$ cat config.mk
export PLATFORM = sky130hd
export DESIGN_NAME = bfds_cell
export DESIGN_NICKNAME = d
export VERILOG_FILES = /design/src/sv/bfds_pkg.sv /design/src/sv/bfds_cell.sv
export SDC_FILE = /design/constraint.sdc
export NUM_CORES = 1
export LEC_CHECK = 0
export ABC_AREA = 0
export BUFFER_PORTS_ARGS = -buffer_cell sky130_fd_sc_hd__buf_2
export CAP_MARGIN = 15
export CORE_MARGIN = 1
export CORE_UTILIZATION = 40
export DETAILED_ROUTE_END_ITERATION = 8
export HOLD_SLACK_MARGIN = 0.15
export PLACE_DENSITY = 0.88
export SKIP_CTS_REPAIR_TIMING = 1
export SLEW_MARGIN = 15
export SYNTH_ARGS = -nofsm -noshare
export SYNTH_HDL_FRONTEND = slang
export SYNTH_SLANG_ARGS = --single-unit
$ cat constraint.sdc
create_clock -name clk -period 4.59 [get_ports clk]
set_input_delay 0.6885 -clock clk [delete_from_list [all_inputs] [get_ports clk]]
set_output_delay 0.6885 -clock clk [all_outputs]
set_load 0.005 [all_outputs]
$ cat src/sv/bfds_pkg.sv
`timescale 1ns / 1ps

package bfds_pkg;

    localparam int ID_W   = 6;
    localparam int POS_W  = 16;
    localparam int MAG_W  = 16;
    localparam int SQ_W   = 32;
    localparam int DIST_W = 34;
    localparam int CFG_IDX_W = 2;

    // Configuration register indexes.
    localparam logic [CFG_IDX_W-1:0] CFG_CAM_X = 2'd0;
    localparam logic [CFG_IDX_W-1:0] CFG_CAM_Y = 2'd1;
    localparam logic [CFG_IDX_W-1:0] CFG_CAM_Z = 2'd2;

    // One kept object as held in a cell of the chain.
    typedef struct packed {
        logic [DIST_W-1:0] sq_dist;
        logic [ID_W-1:0]   id;
    } entry_t;

    // Command broadcast to every cell of the chain.
    typedef struct packed {
        logic ins;
        logic shift;
    } ctrl_t;

    // An object leaving the distance pipeline.
    typedef struct packed {
        logic              valid;
        logic              blend;
        logic              last;
        logic [ID_W-1:0]   id;
        logic [DIST_W-1:0] sq_dist;
    } dist_t;

endpackage

$ cat src/sv/bfds_cell.sv
`timescale 1ns / 1ps

module bfds_cell
(
    input  logic             clk,
    input  bfds_pkg::ctrl_t  ctrl,
    input  logic             occupied,
    input  bfds_pkg::entry_t new_entry,
    input  bfds_pkg::entry_t prev_entry,
    input  logic             prev_keep,
    input  bfds_pkg::entry_t next_entry,
    output bfds_pkg::entry_t entry,
    output logic             keep
);

    bfds_pkg::entry_t entry_reg;
    bfds_pkg::entry_t entry_next;

    // An equal distance stays in front, so ties keep arrival order.
    assign keep = occupied && (entry_reg.sq_dist >= new_entry.sq_dist);

    always_comb
    begin
        entry_next = entry_reg;
        if (ctrl.shift)
        begin
            entry_next = next_entry;
        end
        else if (ctrl.ins && !keep)
        begin
            entry_next = prev_keep ? new_entry : prev_entry;
        end
    end

    always_ff @(posedge clk)
    begin
        entry_reg <= entry_next;
    end

    assign entry = entry_reg;

endmodule

==> summary.md <==
• Tightest Pin Transition: 0.7418 ns
• via count: 2,738
• synth top area cells: edfxtp_1, ha_1, mux2i_1, o21ai_0, nand2_1
• largest area contributor in the synthesized netlist: edfxtp_1
• vias in the first global route: 2,817
• setup repair after global routing missed its margin: false
• start-to-end type of the worst setup path: in -> out
• max-slew headroom at the worst pin: 50.36%
• area fraction of the dominant cell type after synthesis: 41.78%
• number of placed I/O pins: 166
• final number of hold-violating endpoints: 0
• aggregate global routing overflow: 0
• total clock buffers created by CTS: 5
• cell-by-cell listing of the critical path: buf_2 > inv_1 > ha_1 > nand4_1 > nor4_1 > nand4_1 > a31oi_1 > o21a_1 > buf_2
• initial DRC count: 65
• antenna violation net count after detailed routing: 0
• setup slack at placement: 1.231 ns
• clock tree from TritonCTS: yes
• count of pins over their slew limit: 0
• pin count of the biggest net entering global routing: 45
• global-route wire length before repair: 11,850 um
• Max Fclk: 298.7 MHz
• RD Place Congestion: 0.7839
• net switching share of the total power: 28.56%
• Primary FF master, synth: edfxtp_1
• Hold Path Origin: next_entry[33]
• total clock sinks: 40
• H-Tree Level Count: 2
• skew final: 0.007657 ns
• number of flip-flops in the largest register: 40
• number of different library cells in the post-synthesis netlist: 27
• number of standard-cell rows in the floorplan: 30
• power density cells: 251.5 nW/um2
• antenna violations before repair: 0
• Mapped Cells: 295
• cell class contributing the biggest share of worst-path delay: simple AND/OR/NAND/NOR gates
• Net Sw Power: 278.2 uW
• area overhead of the layout relative to synthesis: 34.73%
• number of iterations in the first detailed-routing pass: 4
• mean area per synthesized cell: 9.747 um2
• kind of start point of the critical path: input pin
• share of post-route cells with drive strength above 1: 38.63%
• result of the run: finished, final reports clean
• number of inserted diodes: 0
• clock power share: 21.5%
• remaining design rule violation count: 0
• Routed WL per cell: 13.45 um
• Vias per Instance: 4.987
• starting density of the core: 41.86%
• post-synth design cell area: 2875 um2
• Core ar.: 6869 um2
• final worst-path cycle share: 72.93%
• chip width: 86.78 um
• most instantiated library cell after synthesis: nand2_1
• Reg clk slew, reported paths: 0.07 ns
• die area: 7531 um2
• Flop pwr share: 49.1%
• Total Neg Setup Slack: 0 ns
• leakage power total: 0.002041 uW
• Critical R2R Launch: entry[29]$_DFFE_PP_
• Detailed Place HPWL: 6009 um
• Die Y-Extent: 86.78 um
• source-to-sink clock delay at the later pin of the worst-skew pair: 0.28 ns
• Setup Viol. Count Final: 0
• Combinational Power Share: 29.4%
• Post-synth ARST share: 0%
• Critical Path Sink Type: output port
• syn_nets: 454
• Root Buffer Master: clkbuf_8
• CP arrival: 2.66 ns
• Synth Register Bits: 40
• Critical path buffers and inverters: 3
• maxcap violations: 0
• peak per-stage delay on the critical path: 0.51 ns
• list of most frequent post-synthesis cells: nand2_1, o21ai_0, edfxtp_1, mux2i_1, inv_1
• Hold Path Class: in -> reg
• post-route setup slack: 1.242 ns
• wire length reported by the detailed router: 7382 um
• aggregate global-route resource usage: 20.02%
• Post-synth EDFFs: 40
• post-layout minimum cycle time: 3.348 ns
• highest fanout seen on the critical path: 3
• maximum clock insertion buffer count: 2
• number of port buffers: 165
• total internal power: 696.1 uW
• worst endpoint required time: 3.90 ns
• number of warnings reported in the yosys synthesis log: 0
• highest-delay cell along the critical path: nor4_1
• launching element of the worst setup path: new_entry[39]
• VDD IR-drop max: 116.0 uV
• # nets final: 614
• part of the Yosys area used for sequential elements: 41.78%
## worst reg2reg max path, delay by kind of cell, from the launching register on
family | cells | cell delay, ns
compound gates | 4 | 1.31
fa+ha+maj | 1 | 0.31
buf+inv | 1 | 0.27
flops | 1 | 0.41
simple gates | 1 | 0.20
## per-stage QoR
step	cells	hold slack (ns)	area (um2)	util, %	power [uW]
floorplan	295	0.8756	2875	-	632.7
global placement	544	0.9665	3802	55.36	763.4
detailed placement	544	0.9720	3802	55.36	777.1
CTS	549	0.6687	3871	56.36	989.3
global route	549	0.6745	3874	56.39	1041
finish	549	0.6801	3874	56.39	974.3
## final timing paths
check        cells after the start                   to  slack [ns]
min                              3  entry[33]$_DFFE_PP_        0.68
min reg2reg                      4  entry[29]$_DFFE_PP_        1.15
max                              9                 keep        1.24
max reg2reg                      7  entry[11]$_DFFE_PP_        1.80
## power by group through the flow
stage	sequential, uW	clock, uW	combinational [uW]
after CTS	479	219	292
after global routing	483	231	327
after floorplan	491	0	142
after detailed placement	487	0	290
final	478	209	287
after global placement	484	0	279
## routing by layer
metal | share of wire, % | up-vias | GRT usage [%]
met4 | 0.75 | 0 | 5.758
met2 | 54 | 104 | 38.51
met5 | 0 | - | 0
met3 | 4.7 | 6 | 3.143
met1 | 41 | 1253 | 22.53
li1 | - | 1375 | -
## kinds of logic after synthesis
kind of cell | count (synthesis) | synth area share [%]
flops | 40 | 41.78
mux | 40 | 13.93
simple gates | 64 | 9.878
compound gates | 68 | 13.06
buf+inv | 49 | 6.571
fa+ha+maj | 34 | 14.80
## area by class of cell
| class | instances | area (um2) |
|---|---|---|
| inverter | 35 | 131.4 |
| timing repair buffer | 167 | 855.8 |
| tap | 96 | 120.1 |
| fill | 609 | 2995 |
| clock buffer | 5 | 68.82 |
| multi-input combinational | 206 | 1496 |
| sequential | 40 | 1201 |
## cells in the final DEF, fill, tap and decap left out
cell type  count
a211oi_1       3
a21o_1         1
a21oi_1       10
a221o_1        1
a221oi_1       1
a2bb2oi_1      1
a31oi_1        1
and2_0         1
buf_12         1
buf_2        164
buf_4          2
clkbuf_8       5
edfxtp_1      40
ha_1          34
inv_1         35
mux2i_1       40
nand2_1       48
nand2b_1       1
nand3_1        2
nand4_1        5
nand4_2        1
nor2_1         3
nor3b_1        1
nor4_1         1
nor4_2         1
o2111ai_1      1
o211ai_1       1
o21a_1         2
o21ai_0       45
o21ai_4        1
No activity file was read; power rests on OpenSTA's default activity.
