--- src/sv/bfds_pkg.sv ---
`timescale 1ns / 1ps

package bfds_pkg;

    localparam int ID_W   = 6;
    localparam int POS_W  = 16;
    localparam int MAG_W  = 16;
    localparam int SQ_W   = 32;
    localparam int DIST_W = 34;
    localparam int CFG_IDX_W = 2;

    // Configuration register indexes.
    localparam logic [CFG_IDX_W-1:0] CFG_CAM_X = 2'd0;
    localparam logic [CFG_IDX_W-1:0] CFG_CAM_Y = 2'd1;
    localparam logic [CFG_IDX_W-1:0] CFG_CAM_Z = 2'd2;

    // One kept object as held in a cell of the chain.
    typedef struct packed {
        logic [DIST_W-1:0] sq_dist;
        logic [ID_W-1:0]   id;
    } entry_t;

    // Command broadcast to every cell of the chain.
    typedef struct packed {
        logic ins;
        logic shift;
    } ctrl_t;

    // An object leaving the distance pipeline.
    typedef struct packed {
        logic              valid;
        logic              blend;
        logic              last;
        logic [ID_W-1:0]   id;
        logic [DIST_W-1:0] sq_dist;
    } dist_t;

endpackage

--- src/sv/bfds_dist.sv ---
`timescale 1ns / 1ps

module bfds_dist
(
    input  logic                            clk,
    input  logic                            rst_n,
    input  logic                            accept,
    input  logic [bfds_pkg::ID_W-1:0]       object_id,
    input  logic                            is_blend,
    input  logic                            last_object,
    input  logic signed [bfds_pkg::POS_W-1:0] pos_x,
    input  logic signed [bfds_pkg::POS_W-1:0] pos_y,
    input  logic signed [bfds_pkg::POS_W-1:0] pos_z,
    input  logic signed [bfds_pkg::POS_W-1:0] cam_x,
    input  logic signed [bfds_pkg::POS_W-1:0] cam_y,
    input  logic signed [bfds_pkg::POS_W-1:0] cam_z,
    output bfds_pkg::dist_t                 result,
    output logic                            last_pending
);

    // Stage one: magnitudes of the coordinate differences.
    logic                          s1_valid_reg;
    logic                          s1_blend_reg;
    logic                          s1_last_reg;
    logic [bfds_pkg::ID_W-1:0]     s1_id_reg;
    logic [bfds_pkg::MAG_W-1:0]    s1_mx_reg;
    logic [bfds_pkg::MAG_W-1:0]    s1_my_reg;
    logic [bfds_pkg::MAG_W-1:0]    s1_mz_reg;

    // Stage two: squares.
    logic                          s2_valid_reg;
    logic                          s2_blend_reg;
    logic                          s2_last_reg;
    logic [bfds_pkg::ID_W-1:0]     s2_id_reg;
    logic [bfds_pkg::SQ_W-1:0]     s2_qx_reg;
    logic [bfds_pkg::SQ_W-1:0]     s2_qy_reg;
    logic [bfds_pkg::SQ_W-1:0]     s2_qz_reg;

    // Stage three: sum of squares.
    logic                          s3_valid_reg;
    logic                          s3_blend_reg;
    logic                          s3_last_reg;
    logic [bfds_pkg::ID_W-1:0]     s3_id_reg;
    logic [bfds_pkg::DIST_W-1:0]   s3_dist_reg;

    logic [bfds_pkg::MAG_W-1:0]    mx_next;
    logic [bfds_pkg::MAG_W-1:0]    my_next;
    logic [bfds_pkg::MAG_W-1:0]    mz_next;

    function automatic logic [bfds_pkg::MAG_W-1:0] abs_diff(
        input logic signed [bfds_pkg::POS_W-1:0] p,
        input logic signed [bfds_pkg::POS_W-1:0] c
    );
        logic signed [bfds_pkg::POS_W:0] d;
        logic        [bfds_pkg::POS_W:0] n;
        d = {p[bfds_pkg::POS_W-1], p} - {c[bfds_pkg::POS_W-1], c};
        n = d[bfds_pkg::POS_W] ? (~d + 1'b1) : d;
        return n[bfds_pkg::MAG_W-1:0];
    endfunction

    always_comb
    begin
        mx_next = abs_diff(pos_x, cam_x);
        my_next = abs_diff(pos_y, cam_y);
        mz_next = abs_diff(pos_z, cam_z);
    end

    always_ff @(posedge clk or negedge rst_n)
    begin
        if (!rst_n)
        begin
            s1_valid_reg <= 1'b0;
            s2_valid_reg <= 1'b0;
            s3_valid_reg <= 1'b0;
        end
        else
        begin
            s1_valid_reg <= accept;
            s2_valid_reg <= s1_valid_reg;
            s3_valid_reg <= s2_valid_reg;
        end
    end

    always_ff @(posedge clk)
    begin
        s1_blend_reg <= is_blend;
        s1_last_reg  <= last_object;
        s1_id_reg    <= object_id;
        s1_mx_reg    <= mx_next;
        s1_my_reg    <= my_next;
        s1_mz_reg    <= mz_next;

        s2_blend_reg <= s1_blend_reg;
        s2_last_reg  <= s1_last_reg;
        s2_id_reg    <= s1_id_reg;
        s2_qx_reg    <= s1_mx_reg * s1_mx_reg;
        s2_qy_reg    <= s1_my_reg * s1_my_reg;
        s2_qz_reg    <= s1_mz_reg * s1_mz_reg;

        s3_blend_reg <= s2_blend_reg;
        s3_last_reg  <= s2_last_reg;
        s3_id_reg    <= s2_id_reg;
        s3_dist_reg  <= {2'b00, s2_qx_reg} + {2'b00, s2_qy_reg} + {2'b00, s2_qz_reg};
    end

    always_comb
    begin
        result.valid   = s3_valid_reg;
        result.blend   = s3_blend_reg;
        result.last    = s3_last_reg;
        result.id      = s3_id_reg;
        result.sq_dist = s3_dist_reg;
        last_pending = (s1_valid_reg && s1_last_reg) || (s2_valid_reg && s2_last_reg)
                    || (s3_valid_reg && s3_last_reg);
    end

endmodule

--- config.mk ---
export PLATFORM = sky130hd
export DESIGN_NAME = bfds_dist
export DESIGN_NICKNAME = d
export VERILOG_FILES = /design/src/sv/bfds_pkg.sv /design/src/sv/bfds_dist.sv
export SDC_FILE = /design/constraint.sdc
export NUM_CORES = 2
export LEC_CHECK = 0
export BUFFER_PORTS_ARGS = -buffer_cell sky130_fd_sc_hd__buf_2
export CORE_ASPECT_RATIO = 1.1
export CORE_MARGIN = 2
export CORE_UTILIZATION = 55
export DETAILED_ROUTE_END_ITERATION = 6
export GPL_TIMING_DRIVEN = 0
export PLACE_DENSITY_LB_ADDON = 0.3
export SYNTH_ARGS = -nofsm -noshare
export SYNTH_HDL_FRONTEND = slang
export SYNTH_SLANG_ARGS = --single-unit
export TNS_END_PERCENT = 50
--- constraint.sdc ---
create_clock -name clk -period 6.78 [get_ports clk]
set_input_delay 0.678 -clock clk [delete_from_list [all_inputs] [get_ports clk]]
set_output_delay 0.678 -clock clk [all_outputs]
set_load 0.005 [all_outputs]
==> flow_summary.json <==
{
  "status": "finished clean",
  "worst_ep_arrival_time_ns": 6.98,
  "synth_cells": 3414,
  "startpoint_type": "flip-flop",
  "yosys_warnings": 0,
  "finClkSkew_ns": 0.0101,
  "vias": 22900,
  "synth-edff-count": 0,
  "final_nets": 4602,
  "die_w_um": 231,
  "rows": 91,
  "clock_path_buffers": 3,
  "synth_top_family_by_area": "adder cells",
  "finalSetupTns_ns": 0,
  "synth.mux.area_fraction": 0.00357,
  "cp_data_required_time_ns": 7.21,
  "numPortBuffers": 150,
  "cts_sinks": 202,
  "grtUsageTotal": 0.247,
  "worstSetupStartpoint": "s1_mz_reg[1]",
  "r2r_start": "s1_mz_reg[1]",
  "hold_class": "primary input to flip-flop",
  "grt_pass1_vias": 24000,
  "crit_top_cell": "fa_1",
  "cpPeakStageDelay_ns": 0.55,
  "largest_register_ffs": 34,
  "fp.dieArea_mm2": 0.0586,
  "cp_max_fo": 10,
  "drt_first_pass_iters": 7,
  "synth_compound_area_frac": 0.0930,
  "cts_buffers": 26,
  "worst_setup_path_end_kind": "flip-flop",
  "gr-total-overflow": 0,
  "antenna_found_initial": 1,
  "synth_area_mm2": 0.0312,
  "syn2layout_area_growth_pct": 8.89,
  "crit_path_top_delay_cell": "fa_1",
  "synth_xor_area_frac": 0.0595,
  "setup_ws_ns": 0.229,
  "fmax_mhz": 153,
  "grt_max_degree": 14,
  "grt_pass1_wl_um": 116000,
  "clockRootBuffer": "clkbuf_16",
  "coreArea_mm2": 0.0560,
  "yosys.area_share.adder": 0.488,
  "r2r_end": "s2_qz_reg[28]",
  "wl_per_cell_um": 15.7,
  "path_cells": "clkbuf_2 > nand2_1 > fa_1 > fa_1 > inv_1 > fa_1 > fa_1 > fa_1 > inv_1 > fa_1 > inv_1 > ha_1 > and3_1 > and2_1 > nand4_1 > or3b_2 > a211o_1 > a31oi_1 > o21ai_0 > a21oi_1 > a31oi_1",
  "setup-violations-final": 0,
  "ys_types": 78,
  "synth.avg_cell_area_um2": 9.14,
  "io_pins": 151,
  "antenna_left": 0,
  "finalHoldViolations": 0,
  "whs_ns": 0.218,
  "netlist.top_cell.by_area": "fa_1",
  "start_util": 0.557,
  "place.gp.congestion": 0.919,
  "drt_wl_total_um": 68400,
  "synth_seq_area_share": 0.130,
  "post-route-period-util": 0.966,
  "htreeDepth": 1,
  "path_clk_slew_ns": 0.06,
  "synth_area_leaders": "fa_1 (33%), ha_1 (15%), dfxtp_1 (13%)",
  "clock_latency_ns": 0.56,
  "reg2reg_depth": 21,
  "drive_gt1_frac": 0.0892,
  "worstSetupEndpoint": "s2_qz_reg[28]",
  "max_cap_violations": 0,
  "yosysMostFrequentCell": "inv_1",
  "synth_top_area_share": 0.334,
  "first_iter_violations": 1077,
  "synth_flop_cell": "dfxtp_1",
  "drc_errors": 0,
  "vias_per_cell": 5.26,
  "dp_hpwl_um": 57700,
  "rrSetupSlack_ns": 0.23,
  "synth_async_sr_flop_share": 0.0149,
  "dpl_worst_slack_ns": -0.717,
  "slew_viol_final": 0,
  "die_h_um": 254,
  "ys_top_cells_by_count": "inv_1 (841), fa_1 (521), ha_1 (383)",
  "synth-seq-cells": 202,
  "worst_pin_slew_ns": 0.683,
  "insertedDiodeCount": 0,
  "cts_tree": "built",
  "slew_headroom": 0.541,
  "synthSimpleGateAreaFrac": 0.115,
  "critPathKind": "flip-flop to flip-flop",
  "fin_crit_ns": 6.55
}
-- logic make-up (layout without fill, tap and decap cells) --
group / count (synthesis) / in the layout
AOI/OAI and AO/OA: 435 / 435
xor gates and xnor gates: 212 / 212
adders and majority gates: 904 / 904
buffers and inverters: 913 / 1105
DFF: 202 / 202
muxes: 10 / 10
other: 1 / 3
and+or+nand+nor: 737 / 737
-- area by class of cell --
cell class                 count  area, um^2
buffer                        67         360
clock buffer                  33         707
clock inverter                12        91.3
fill                        4993       22100
inverter                     841        3160
multi-input combinational   2301       23900
sequential                   202        4080
tap                          744         931
timing repair buffer         152         768
-- per-stage QoR --
| step | utilization | instance area, um^2 | std cells |
|---|---|---|---|
| after floorplan | - | 31200 | 3416 |
| after global placement | 0.587 | 32900 | 4310 |
| after detailed placement | 0.587 | 32900 | 4310 |
| after CTS | 0.603 | 33800 | 4355 |
| after global routing | 0.606 | 34000 | 4352 |
| final | 0.606 | 34000 | 4352 |
-- what timing repair did --
action | CTS | global route
pin swaps | 0 | 5
gates resized for setup | 33 | 114
hold buffers | 1 | 0
setup buffers | 0 | 1
hold endpoints to repair | 3 | 0
setup endpoints to repair | 23 | 22
-- routing by layer --
metal | track usage | vias up | wire length (um)
met2 | 0.434 | 579 | 33400
met1 | 0.316 | 11200 | 28900
met5 | 0 | - | 0
li1 | - | 11000 | -
met3 | 0.0288 | 154 | 3610
met4 | 0.0848 | 0 | 2520
-- worst min-delay path by stage --
stage                             from      endpoint  slack (ns)  depth (start not counted)
after floorplan           s1_blend_reg  s2_blend_reg        0.31                          0
after global placement    s2_id_reg[4]  s3_id_reg[4]        0.31                          0
after detailed placement  s1_id_reg[5]  s2_id_reg[5]        0.31                          0
after CTS                 object_id[4]  s1_id_reg[4]        0.18                          1
after global routing      object_id[4]  s1_id_reg[4]        0.19                          1
final                     object_id[4]  s1_id_reg[4]        0.22                          1
-- worst max-delay path: cells and delay by family (launching register included) --
family / cells / cell delay (ns)
DFF: 1 / 0.47
AOI/OAI and AO/OA: 5 / 0.88
adders and majority gates: 7 / 3.38
buffers and inverters: 4 / 0.50
and+or+nand+nor: 5 / 1.20
-- layout by cell type (no fill, tap or decap), types with 26 or more instances in the layout --
cell and instances:
buf_2 154, xor2_1 63, a21o_1 61, inv_1 841, xnor2_1 147, fa_1 521
dfxtp_1 184, nand3_1 28, clkbuf_16 26, nand2_1 296, ha_1 381, o21ai_0 61
nor2_1 121, a21oi_1 121, and2_1 131
Power is left out: the tool's default activity adds up to more than one toggle a clock period on the data nets, which glitch-free logic cannot reach.
